File: src/sv/u8f_pkg.sv
// shared types, constants and the fold table for the utf-8 to ascii folder
// no dependencies

package u8f_pkg;

  localparam logic [7:0] LatinLead = 8'hC3;
  localparam logic [7:0] NulByte   = 8'h00;
  localparam logic [6:0] SpaceChar = 7'h20;
  localparam logic [6:0] NulChar   = 7'h00;

  localparam int QDepth = 4;
  localparam int PtrW   = $clog2(QDepth);
  localparam int CntW   = $clog2(QDepth + 1);

  localparam logic [6:0] FoldC3 [64] = '{
    7'h61, 7'h61, 7'h61, 7'h61, 7'h61, 7'h61, 7'h20, 7'h63,
    7'h65, 7'h65, 7'h65, 7'h65, 7'h69, 7'h69, 7'h69, 7'h69,
    7'h64, 7'h6e, 7'h6f, 7'h6f, 7'h6f, 7'h6f, 7'h6f, 7'h20,
    7'h6f, 7'h75, 7'h75, 7'h75, 7'h75, 7'h79, 7'h20, 7'h20,
    7'h61, 7'h61, 7'h61, 7'h61, 7'h61, 7'h61, 7'h20, 7'h63,
    7'h65, 7'h65, 7'h65, 7'h65, 7'h69, 7'h69, 7'h69, 7'h69,
    7'h20, 7'h6e, 7'h6f, 7'h6f, 7'h6f, 7'h6f, 7'h6f, 7'h20,
    7'h6f, 7'h75, 7'h75, 7'h75, 7'h75, 7'h79, 7'h20, 7'h79
  };

  typedef struct packed {
    logic [6:0] ch;
    logic       last;
  } res_t;

  typedef struct packed {
    logic [1:0] cnt;
    res_t       r0;
    res_t       r1;
  } fold_res_t;

  function automatic logic [6:0] fold_single(input logic [7:0] b);
    logic [6:0] r;
    r = SpaceChar;
    if (b >= 8'h41 && b <= 8'h5A) begin
      r = b[6:0] + 7'h20;
    end else if ((b >= 8'h30 && b <= 8'h39) || (b >= 8'h61 && b <= 8'h7A)) begin
      r = b[6:0];
    end
    return r;
  endfunction

  // bytes to drop after a multibyte lead: leading ones minus one
  function automatic logic [2:0] lead_skip(input logic [7:0] b);
    logic [2:0] s;
    if (b[5] == 1'b0) begin
      s = 3'd1;
    end else if (b[4] == 1'b0) begin
      s = 3'd2;
    end else if (b[3] == 1'b0) begin
      s = 3'd3;
    end else if (b[2] == 1'b0) begin
      s = 3'd4;
    end else if (b[1] == 1'b0) begin
      s = 3'd5;
    end else if (b[0] == 1'b0) begin
      s = 3'd6;
    end else begin
      s = 3'd7;
    end
    return s;
  endfunction

endpackage

File: src/sv/u8f_if.sv
// valid/ready channel interfaces for the byte input and the character output
// depends on nothing

interface u8f_byte_if;
  logic       valid;
  logic       ready;
  logic [7:0] in_byte;

  modport source(output valid, output in_byte, input ready);
  modport sink(input valid, input in_byte, output ready);
endinterface

interface u8f_char_if;
  logic       valid;
  logic       ready;
  logic [6:0] out_char;
  logic       out_last;

  modport source(output valid, output out_char, output out_last, input ready);
  modport sink(input valid, input out_char, input out_last, output ready);
endinterface

File: src/sv/u8f_fold.sv
// input byte register, decode state and fold logic
// depends on u8f_pkg and u8f_if

module u8f_fold (
  input  logic                 clk_i,
  input  logic                 rst_ni,
  u8f_byte_if.sink             in_i,
  input  logic                 room_i,
  output u8f_pkg::fold_res_t   res_o
);

  logic       vld_q;
  logic [7:0] byte_q;
  logic [2:0] skip_q, skip_d;
  logic       pend_q, pend_d;
  logic       consume;
  u8f_pkg::fold_res_t res;

  assign consume    = vld_q && room_i;
  assign in_i.ready = !vld_q || consume;

  always_ff @(posedge clk_i or negedge rst_ni) begin
    if (!rst_ni) begin
      vld_q <= 1'b0;
    end else if (in_i.ready) begin
      vld_q <= in_i.valid;
    end
  end

  always_ff @(posedge clk_i) begin
    if (in_i.valid && in_i.ready) begin
      byte_q <= in_i.in_byte;
    end
  end

  always_ff @(posedge clk_i or negedge rst_ni) begin
    if (!rst_ni) begin
      skip_q <= 3'd0;
      pend_q <= 1'b0;
    end else if (consume) begin
      skip_q <= skip_d;
      pend_q <= pend_d;
    end
  end

  always_comb begin
    skip_d  = skip_q;
    pend_d  = pend_q;
    res.cnt = 2'd0;
    res.r0  = '{ch: u8f_pkg::SpaceChar, last: 1'b1};
    res.r1  = '{ch: u8f_pkg::NulChar, last: 1'b1};
    if (skip_q != 3'd0) begin
      if (byte_q == u8f_pkg::NulByte) begin
        skip_d  = 3'd0;
        res.cnt = 2'd1;
        res.r0  = '{ch: u8f_pkg::NulChar, last: 1'b1};
      end else begin
        skip_d = skip_q - 3'd1;
      end
    end else if (pend_q) begin
      pend_d  = 1'b0;
      res.cnt = 2'd1;
      if (byte_q == u8f_pkg::NulByte) begin
        res.cnt = 2'd2;
        res.r0  = '{ch: u8f_pkg::SpaceChar, last: 1'b0};
      end else if (byte_q[7:6] == 2'b10) begin
        res.r0 = '{ch: u8f_pkg::FoldC3[byte_q[5:0]], last: 1'b1};
      end
    end else if (byte_q == u8f_pkg::NulByte) begin
      res.cnt = 2'd1;
      res.r0  = '{ch: u8f_pkg::NulChar, last: 1'b1};
    end else if (byte_q == u8f_pkg::LatinLead) begin
      pend_d = 1'b1;
    end else if (byte_q[7:6] == 2'b11) begin
      skip_d  = u8f_pkg::lead_skip(byte_q);
      res.cnt = 2'd1;
    end else begin
      res.cnt = 2'd1;
      res.r0  = '{ch: u8f_pkg::fold_single(byte_q), last: 1'b1};
    end
    if (!consume) begin
      res.cnt = 2'd0;
    end
  end

  assign res_o = res;

  a_state_excl: assert property (@(posedge clk_i) disable iff (!rst_ni)
    !(pend_q && skip_q != 3'd0))
    else $error("skip and latin lead pending together");

  a_two_needs_pend: assert property (@(posedge clk_i) disable iff (!rst_ni)
    res.cnt == 2'd2 |-> pend_q && byte_q == u8f_pkg::NulByte)
    else $error("two results without a pending latin lead");

  a_push_room: assert property (@(posedge clk_i) disable iff (!rst_ni)
    res.cnt != 2'd0 |-> room_i && vld_q)
    else $error("results pushed without queue room");

endmodule

File: src/sv/u8f_outq.sv
// small result queue taking up to two results a cycle, one out a cycle while out_o.ready is high
// depends on u8f_pkg and u8f_if

module u8f_outq (
  input  logic                 clk_i,
  input  logic                 rst_ni,
  input  u8f_pkg::fold_res_t   res_i,
  output logic                 room_o,
  u8f_char_if.source           out_o
);

  u8f_pkg::res_t mem [u8f_pkg::QDepth];
  logic [u8f_pkg::PtrW-1:0] wr_q, rd_q;
  logic [u8f_pkg::CntW-1:0] cnt_q;
  logic pop;
  logic [u8f_pkg::PtrW-1:0] wr_nx;

  assign pop    = out_o.valid && out_o.ready;
  assign room_o = cnt_q <= u8f_pkg::CntW'(u8f_pkg::QDepth - 2);
  assign wr_nx  = wr_q + u8f_pkg::PtrW'(1);

  always_ff @(posedge clk_i) begin
    if (res_i.cnt != 2'd0) begin
      mem[wr_q] <= res_i.r0;
    end
    if (res_i.cnt == 2'd2) begin
      mem[wr_nx] <= res_i.r1;
    end
  end

  always_ff @(posedge clk_i or negedge rst_ni) begin
    if (!rst_ni) begin
      wr_q  <= '0;
      rd_q  <= '0;
      cnt_q <= '0;
    end else begin
      wr_q  <= wr_q + u8f_pkg::PtrW'(res_i.cnt);
      rd_q  <= rd_q + u8f_pkg::PtrW'(pop);
      cnt_q <= cnt_q + u8f_pkg::CntW'(res_i.cnt) - u8f_pkg::CntW'(pop);
    end
  end

  assign out_o.valid    = cnt_q != '0;
  assign out_o.out_char = mem[rd_q].ch;
  assign out_o.out_last = mem[rd_q].last;

  a_cnt_bound: assert property (@(posedge clk_i) disable iff (!rst_ni)
    cnt_q <= u8f_pkg::CntW'(u8f_pkg::QDepth))
    else $error("result queue overflow");

  a_ptr_gap: assert property (@(posedge clk_i) disable iff (!rst_ni)
    wr_q - rd_q == cnt_q[u8f_pkg::PtrW-1:0])
    else $error("queue pointers disagree with count");

  a_push_room: assert property (@(posedge clk_i) disable iff (!rst_ni)
    res_i.cnt != 2'd0 |-> room_o)
    else $error("results pushed into a queue without room");

endmodule

File: src/sv/utf8_latin_fold_to_ascii_top.sv
// top level of the utf-8 to ascii folder for word indexing
// depends on u8f_pkg, u8f_if, u8f_fold and u8f_outq
//
// usage:
//   in_i takes one raw utf-8 byte per item (valid/ready); a zero byte ends
//   the string. out_o gives folded ascii characters per item, out_last set
//   on the final result that an input byte causes. a byte yields zero, one
//   or two results (two only for a nul right after a 0xc3 lead).
//   path: an accepted byte is held in the input register, folded there and
//   its results written to the result queue, which drives out_o.
//   throughput: one byte per cycle while the queue has room, set by the
//   single fold stage between the input byte register and a four-entry
//   result queue; the output side moves one result per cycle while
//   out_o.ready is high, so a byte that yields two results needs two pops.
//   stall: while out_o.ready is low the queue fills; the input register holds
//   its byte once fewer than two queue entries are free, and in_i.ready drops
//   when that register is occupied and cannot move on.
//   reset: rst_ni clears the skip count, the pending latin lead, the input
//   register and the queue; the block is ready as soon as it is released.

module utf8_latin_fold_to_ascii_top (
  input  logic         clk_i,
  input  logic         rst_ni,
  u8f_byte_if.sink     in_i,
  u8f_char_if.source   out_o
);

  u8f_pkg::fold_res_t res;
  logic               room;

  u8f_fold u_fold (
    .clk_i  (clk_i),
    .rst_ni (rst_ni),
    .in_i   (in_i),
    .room_i (room),
    .res_o  (res)
  );

  u8f_outq u_outq (
    .clk_i  (clk_i),
    .rst_ni (rst_ni),
    .res_i  (res),
    .room_o (room),
    .out_o  (out_o)
  );

endmodule
File: src/flat_wrapper.sv
// flat-port wrapper written by rule: the top's interface ports become plain ports
module utf8_latin_fold_to_ascii_top_flat 
  (clk_i, rst_ni, in_i_valid, in_i_in_byte, in_i_ready, out_o_valid, out_o_out_char, out_o_out_last, out_o_ready);
  u8f_byte_if in_i_i ();
  u8f_char_if out_o_i ();
  input  logic clk_i;
  input  logic rst_ni;
  input wire logic [$bits(in_i_i.valid)-1:0] in_i_valid;
  input wire logic [$bits(in_i_i.in_byte)-1:0] in_i_in_byte;
  output wire logic [$bits(in_i_i.ready)-1:0] in_i_ready;
  output wire logic [$bits(out_o_i.valid)-1:0] out_o_valid;
  output wire logic [$bits(out_o_i.out_char)-1:0] out_o_out_char;
  output wire logic [$bits(out_o_i.out_last)-1:0] out_o_out_last;
  input wire logic [$bits(out_o_i.ready)-1:0] out_o_ready;
  assign in_i_i.valid = in_i_valid;
  assign in_i_i.in_byte = in_i_in_byte;
  assign in_i_ready = in_i_i.ready;
  assign out_o_valid = out_o_i.valid;
  assign out_o_out_char = out_o_i.out_char;
  assign out_o_out_last = out_o_i.out_last;
  assign out_o_i.ready = out_o_ready;
  utf8_latin_fold_to_ascii_top u_core (.clk_i(clk_i), .rst_ni(rst_ni), .in_i(in_i_i), .out_o(out_o_i));
endmodule
File: config.mk
export PLATFORM = sky130hd
export DESIGN_NAME = utf8_latin_fold_to_ascii_top_flat
export DESIGN_NICKNAME = d
export VERILOG_FILES = /design/src/sv/u8f_pkg.sv /design/src/sv/u8f_if.sv /design/src/sv/u8f_fold.sv /design/src/sv/u8f_outq.sv /design/src/sv/utf8_latin_fold_to_ascii_top.sv /design/src/flat_wrapper.sv
export SDC_FILE = /design/constraint.sdc
export NUM_CORES = 1
export LEC_CHECK = 0
export BUFFER_PORTS_ARGS = -buffer_cell sky130_fd_sc_hd__buf_2
export CAP_MARGIN = 0
export CORE_MARGIN = 1.5
export CORE_UTILIZATION = 45
export CTS_CLUSTER_SIZE = 24
export DETAILED_ROUTE_END_ITERATION = 10
export HOLD_SLACK_MARGIN = 0.02
export PLACE_DENSITY = 0.72
export SLEW_MARGIN = 20
export SYNTH_ARGS = -nofsm -noshare
export SYNTH_HDL_FRONTEND = slang
export SYNTH_SLANG_ARGS = --single-unit
File: constraint.sdc
create_clock -name clk_i -period 3.5 [get_ports clk_i]
set_input_delay 0.175 -clock clk_i [delete_from_list [all_inputs] [get_ports clk_i]]
set_output_delay 0.175 -clock clk_i [all_outputs]
set_load 0.02 [all_outputs]
# == Yosys cells after proc, flatten, opt, wreduce, memory -nomap -nowiden ==
# Memories as Yosys holds them, arrays and structs flattened.
# Cells that the tools add are included.
# totals
latch_bits,0
mem_bits_ro,448
regBits,20
output_inout_bits,10
mem_bits_rw,32
input_bits,12
memories,2
wordCells,82
# op_classes
eq_ne,7
div_mod_pow,0
order_cmp,8
add_sub_neg,7
multipliers,0
bitwise,2
n_reduce_logical,16
muxes,33
shift,0
# memory_table
memory,depth,word_bits,read_ports,rd_clocked_by_memory_dff,wr,line,source
(name not given),64,7,1,0,0,u8f_fold.sv:67,"res.r0 = '{ch: u8f_pkg::FoldC3[byte_q[5:0]], last: 1'b1};"
u_core.u_outq.mem,4,8,1,0,2,u8f_outq.sv:12,u8f_pkg::res_t mem [u8f_pkg::QDepth];
# ops
cell,n
2-to-1 mux 7 bit,4
2-to-1 mux 3 bit,9
2-to-1 mux 9 bit,3
2-to-1 mux 8 bit,3
2-to-1 mux 10 bit,2
greater-or-equal comparator 8 x 7 -> 1 bit (second input constant),2
<= comparator 8 x 7 -> 1 bit (second input constant),2
== test 8 bit (second input constant),1
greater-or-equal comparator 8 x 6 -> 1 bit (second input constant),1
<= comparator 8 x 6 -> 1 bit (second input constant),1
zero test 8 bit,1
2-to-1 mux 1 bit,8
2-to-1 mux 2 bit,4
adder 7 x 6 -> 7 bit (second input constant),1
greater-or-equal comparator 7 bit (second input constant),1
inverter 6 -> 7 bit,1
== test 2 bit (second input constant),3
logical AND 1 bit,6
nonzero test 3 bit,2
AND reduction 5 bit,1
inequality test 2 bit (second input constant),2
nonzero test 2 bit,2
adder 3 x 2 -> 3 bit,1
<= comparator 3 x 2 -> 1 bit (second input constant),1
10 further kinds,11

# == Depth between registers and ports, before layout ==
# depth
depth_word,14
depth_mapped,13
depth_no_buf,12

# == Modules after synthesis ==
# Synthesis repeated with hierarchy kept, for this count alone.
# hier_totals
cells_unflattened,271
area_unflattened_um2,3181.8
# modules_own_cells
module,cells_each,seq_area_each_um2,n_inst,area_per_inst_um2
u8f_outq,119,1136.1,1,1985.7
u8f_fold,152,365.4,1,1196.1

# == Worst setup path after synthesis ==
# Ideal clock, no wire load.
# synth_path
path_type,reg-to-reg
startpoint,reg u_core.u_fold.byte_q[0]
endpoint,reg u_core.u_outq.cnt_q[2] (netlist bit)
stages_incl_launch_ff,14
setup_time_ps,123
period_less_slack_ps,3094
path_slack_ps,406
n_path_buf,2
t_required_ps,3377
t_arrival_ps,2972
cell_sequence,edfxtp_1 > buf_6 > or4_1 > buf_2 > nor3_1 > nand2_1 > a21oi_1 > inv_1 > ha_1 > inv_1 > ha_1 > fa_1 > xnor2_1 > xnor2_1
# synth_via
elab_chain_cells,8
elab_cells_between_ends,11
cone_classes,add/sub: 2; eq/ne: 1; mux: 7; reduce/logical: 1
# synth_rtl
element,line,source
"start, declared",u8f_fold.sv:13,logic [7:0] byte_q;
"start signal, assigned",u8f_fold.sv:32,byte_q <= in_i.in_byte;
== test 8 bit,u8f_fold.sv:72,end else if (byte_q == u8f_pkg::LatinLead) begin
2-to-1 mux 9 bit,u8f_fold.sv:72,
2-to-1 mux 9 bit,u8f_fold.sv:69,end else if (byte_q == u8f_pkg::NulByte) begin
2-to-1 mux 10 bit,u8f_fold.sv:60,end else if (pend_q) begin
2-to-1 mux 10 bit *,u8f_fold.sv:52,if (skip_q != 3'd0) begin
2-to-1 mux 2 bit *,u8f_fold.sv:81,if (!consume) begin
adder 3 x 2 -> 3 bit *,u8f_outq.sv:39,cnt_q <= cnt_q + u8f_pkg::CntW'(res_i.cnt) - u8f_pkg::CntW'(pop);
subtractor 3 x 1 -> 3 bit *,u8f_outq.sv:39,
"end signal, assigned",u8f_outq.sv:39,
"end, declared",u8f_outq.sv:14,logic [u8f_pkg::CntW-1:0] cnt_q;
# Mark *: on every way between the ends. The rest lies on a longest branch, timed or not.
# A chain may end at the register's enable or synchronous reset.

# == Worst setup path after layout ==
# layout_path
startpoint,reg u_core.u_fold.byte_q[1]
endpoint,reg u_core.u_outq.cnt_q[2] (netlist bit)
# The elaborated chain is that of the path after synthesis.

==> impl_metrics.yaml <==
status:
  status: "completed"
sta:
  tightest_slew_ns: 0.774
  fin_crit_ns: 3.00
  fin_crit_sh: 0.857
  tns_ns: 0
  finalSetupViolations: 0
  fmax_mhz: 333
  rsz0062_at_grt: "no"
  drv_slew: 0
  setup_ws_ns: 0.501
  finClkSkew_ns: 0.00966
  hold_violations: 0
  timing.hold.ws_ns: 0.0254
  max_slew_margin: 0.484
detailed_routing:
  first_pass_iters: 5
  drtIter0Drc: 181
  routedWlPerCell_um: 16.2
  post-route-drc-count: 0
  drtAntennaViolNets: 0
  dr_total_vias: 2576
  routed_wl_um: 6760
  routed_via_density: 6.18
logic_synthesis:
  synth_top_cells_by_area: "dfxtp_1 21%, dfrtp_1 10%, edfxtp_1 8.0%"
  async_flop_share: 0.231
  synthDistinctLibCells: 59
  syn-num-nets: 348
  synth-seq-cells: 52
  synth_edf_count: 8
  synthFlopType: "dfxtp_1"
  syn_area_per_cell_um2: 9.17
  yosysTopAreaCellShare: 0.214
  yosys.area.top_type: "dfxtp_1"
  synth-seq-area-share: 0.395
  synthCells: 326
  yosys_warnings: 0
  synth_area_um2: 2990
clocking:
  holdBufCountCts: 1
  post_cts_buffers: 0
  htree_levels: 2
  tritoncts: "yes"
  worstSkewPairLatency_ns: 0.32
  cts.clk_slew.worst_paths_ns: 0.10
  clk_path_buf_depth: 2
  ctsResizeCount: 0
  cts_sinks: 52
  numCtsBuffers: 5
  cts-root-buf: "clkbuf_8"
power_and_ir_drop:
  p_leak_nw: 1.28
  p_clk_frac: 0.152
  p_sw_w: 0.00108
  sw_frac_of_total: 0.432
  internal_power_w: 0.00142
  power.density_nw_per_um2: 767
  peakVddDrop_uv: 466
  p_comb_frac: 0.438
  seqPwrFrac: 0.410
worst_setup_path:
  critPathCaptureType: "flop"
  endpoint: "u_core.u_outq.cnt_q[2]$_DFF_PN0_"
  reg2reg_slack_ns: 0.50
  cp.depth: 11
  crit_type: "reg -> reg"
  r2r_end: "u_core.u_outq.cnt_q[2]$_DFF_PN0_"
  cp_top_family: "simple AND/OR/NAND/NOR gates"
  critical_path.cell_chain: "or4_1 -> nor3_1 -> nand2_1 -> a21oi_1 -> inv_1 -> ha_1 -> inv_1 -> ha_1 -> fa_1 -> xnor2_1 -> xnor2_1"
  slowest_stage: "or4_1"
  crit_start: "u_core.u_fold.byte_q[1]$_DFFE_PP_"
  crit_arrival_ns: 3.25
  crit_buf_inv: 2
  slowest_delay_ns: 0.66
  path_max_fanout: 6
  cp-start-kind: "flop"
  r2r_start: "u_core.u_fold.byte_q[1]$_DFFE_PP_"
  crit_required_ns: 3.75
  rr_worst_depth: 11
grt:
  grt_pass1_vias: 2357
  grt.busiest_layer: "met2"
  grt.total_usage: 0.196
  grt_max_degree: 24
  antenna_found_initial: 0
  grt_pass1_wl_um: 11300
  met1_usage: 0.280
  grt-ovfl-total: 0
  use_met3: 0.0295
  grt_use_met2: 0.309
die:
  die_width_um: 84.5
  dieArea_um2: 7140
  io_pins: 22
  std_cell_rows: 29
  core_area_um2: 6390
  die_h_um: 84.5
  start_util: 0.468
placed_design:
  gp_congestion: 0.834
  port_buffers: 21
  postPlaceCellArea_um2: 3150
  place_ws_ns: 0.508
  placedCellCount: 407
  hpwl_um: 4840
cells_and_area:
  stdcell_count: 417
  layout_common_cells: "32 x dfxtp_1, 26 x o21ai_0, 25 x a21oi_1"
  final_nets: 361
  fin_area_um2: 3260
  final_layout_size_suffix_gt1_frac: 0.153
  antenna_cells: 0
  area.growth.synth_to_final_pct: 9.17
  layout.cells.most_common: "dfxtp_1"
worst_hold_path:
  min_path_type: "in -> reg"
job:
  drv_cap: 0
-- registers in the layout, summed over array words and instances (netlist names) --
register,flops
u_core.u_outq.rd_q,2
u_core.u_fold.pend_q,1
u_core.u_outq.wr_q,2
u_core.u_outq.mem,32
u_core.u_fold.skip_q,3
u_core.u_outq.cnt_q,3
u_core.u_fold.byte_q,8
u_core.u_fold.vld_q,1
-- cell families after synthesis --
| logic type | synth area share |
|---|---|
| compound gates | 0.238 |
| flops | 0.395 |
| buf+inv | 0.0553 |
| simple gates | 0.183 |
| xor+xnor | 0.0146 |
| mux | 0.0691 |
| fa+ha+maj | 0.0444 |
-- final cells by class --
class / instances / area, µm²
sequential: 52 / 1180
tap: 77 / 96.3
multi-input combinational: 233 / 1640
timing repair buffer: 31 / 185
clock inverter: 3 / 28.8
fill: 606 / 3120
clock buffer: 5 / 68.8
inverter: 16 / 60.1
-- power groups by stage --
| stage | sequential (W) | combinational, W | clock (W) |
|---|---|---|---|
| 2_1_floorplan | 0.000880 | 0.000969 | 0 |
| 3_5_place_dp | 0.00104 | 0.00109 | 0 |
| 5_1_grt | 0.00106 | 0.00122 | 0.000413 |
| 4_1_cts | 0.00102 | 0.00109 | 0.000386 |
| 3_3_place_gp | 0.00103 | 0.00107 | 0 |
| 6_report | 0.00103 | 0.00110 | 0.000382 |
-- stage by stage --
stage	total power (W)	utilization
4_1_cts	0.00250	0.509
3_5_place_dp	0.00213	0.493
6_report	0.00250	0.511
5_1_grt	0.00269	0.511
3_3_place_gp	0.00210	0.493
2_1_floorplan	0.00185	-
-- synth_stat cells (5+ instances only) --
master,n
edfxtp_1,8
nand2b_1,6
inv_1,16
clkbuf_1,20
a22o_1,11
dfxtp_1,32
a32o_1,6
a21oi_1,25
dfrtp_1,12
nor3_1,9
nor2_1,17
nand3_1,9
o21ai_0,26
a31oi_1,5
ha_1,9
nand2_1,23
and3_1,6
mux4_2,8
-- layer usage --
layer,vias to the layer above,wire [µm]
met5,-,0
li1,1240,-
met1,1221,3130
met3,12,427
met4,0,89
met2,103,3110
-- worst min-delay path by stage --
| stage | start | endpoint | slack (ns) | cells after the start |
|---|---|---|---|---|
| floorplan | rst_ni | u_core.u_fold.pend_q$_DFFE_PN0P_ | -0.12 | 0 |
| global placement | rst_ni | u_core.u_outq.cnt_q[1]$_DFF_PN0_ | 0.07 | 1 |
| detailed placement | rst_ni | u_core.u_outq.cnt_q[2]$_DFF_PN0_ | 0.07 | 1 |
| CTS | in_i_in_byte[7] | u_core.u_fold.byte_q[7]$_DFFE_PP_ | 0.02 | 1 |
| global route | in_i_in_byte[4] | u_core.u_fold.byte_q[4]$_DFFE_PP_ | 0.02 | 1 |
| finish | in_i_in_byte[4] | u_core.u_fold.byte_q[4]$_DFFE_PP_ | 0.03 | 1 |
(Power assumes the default switching activity.)
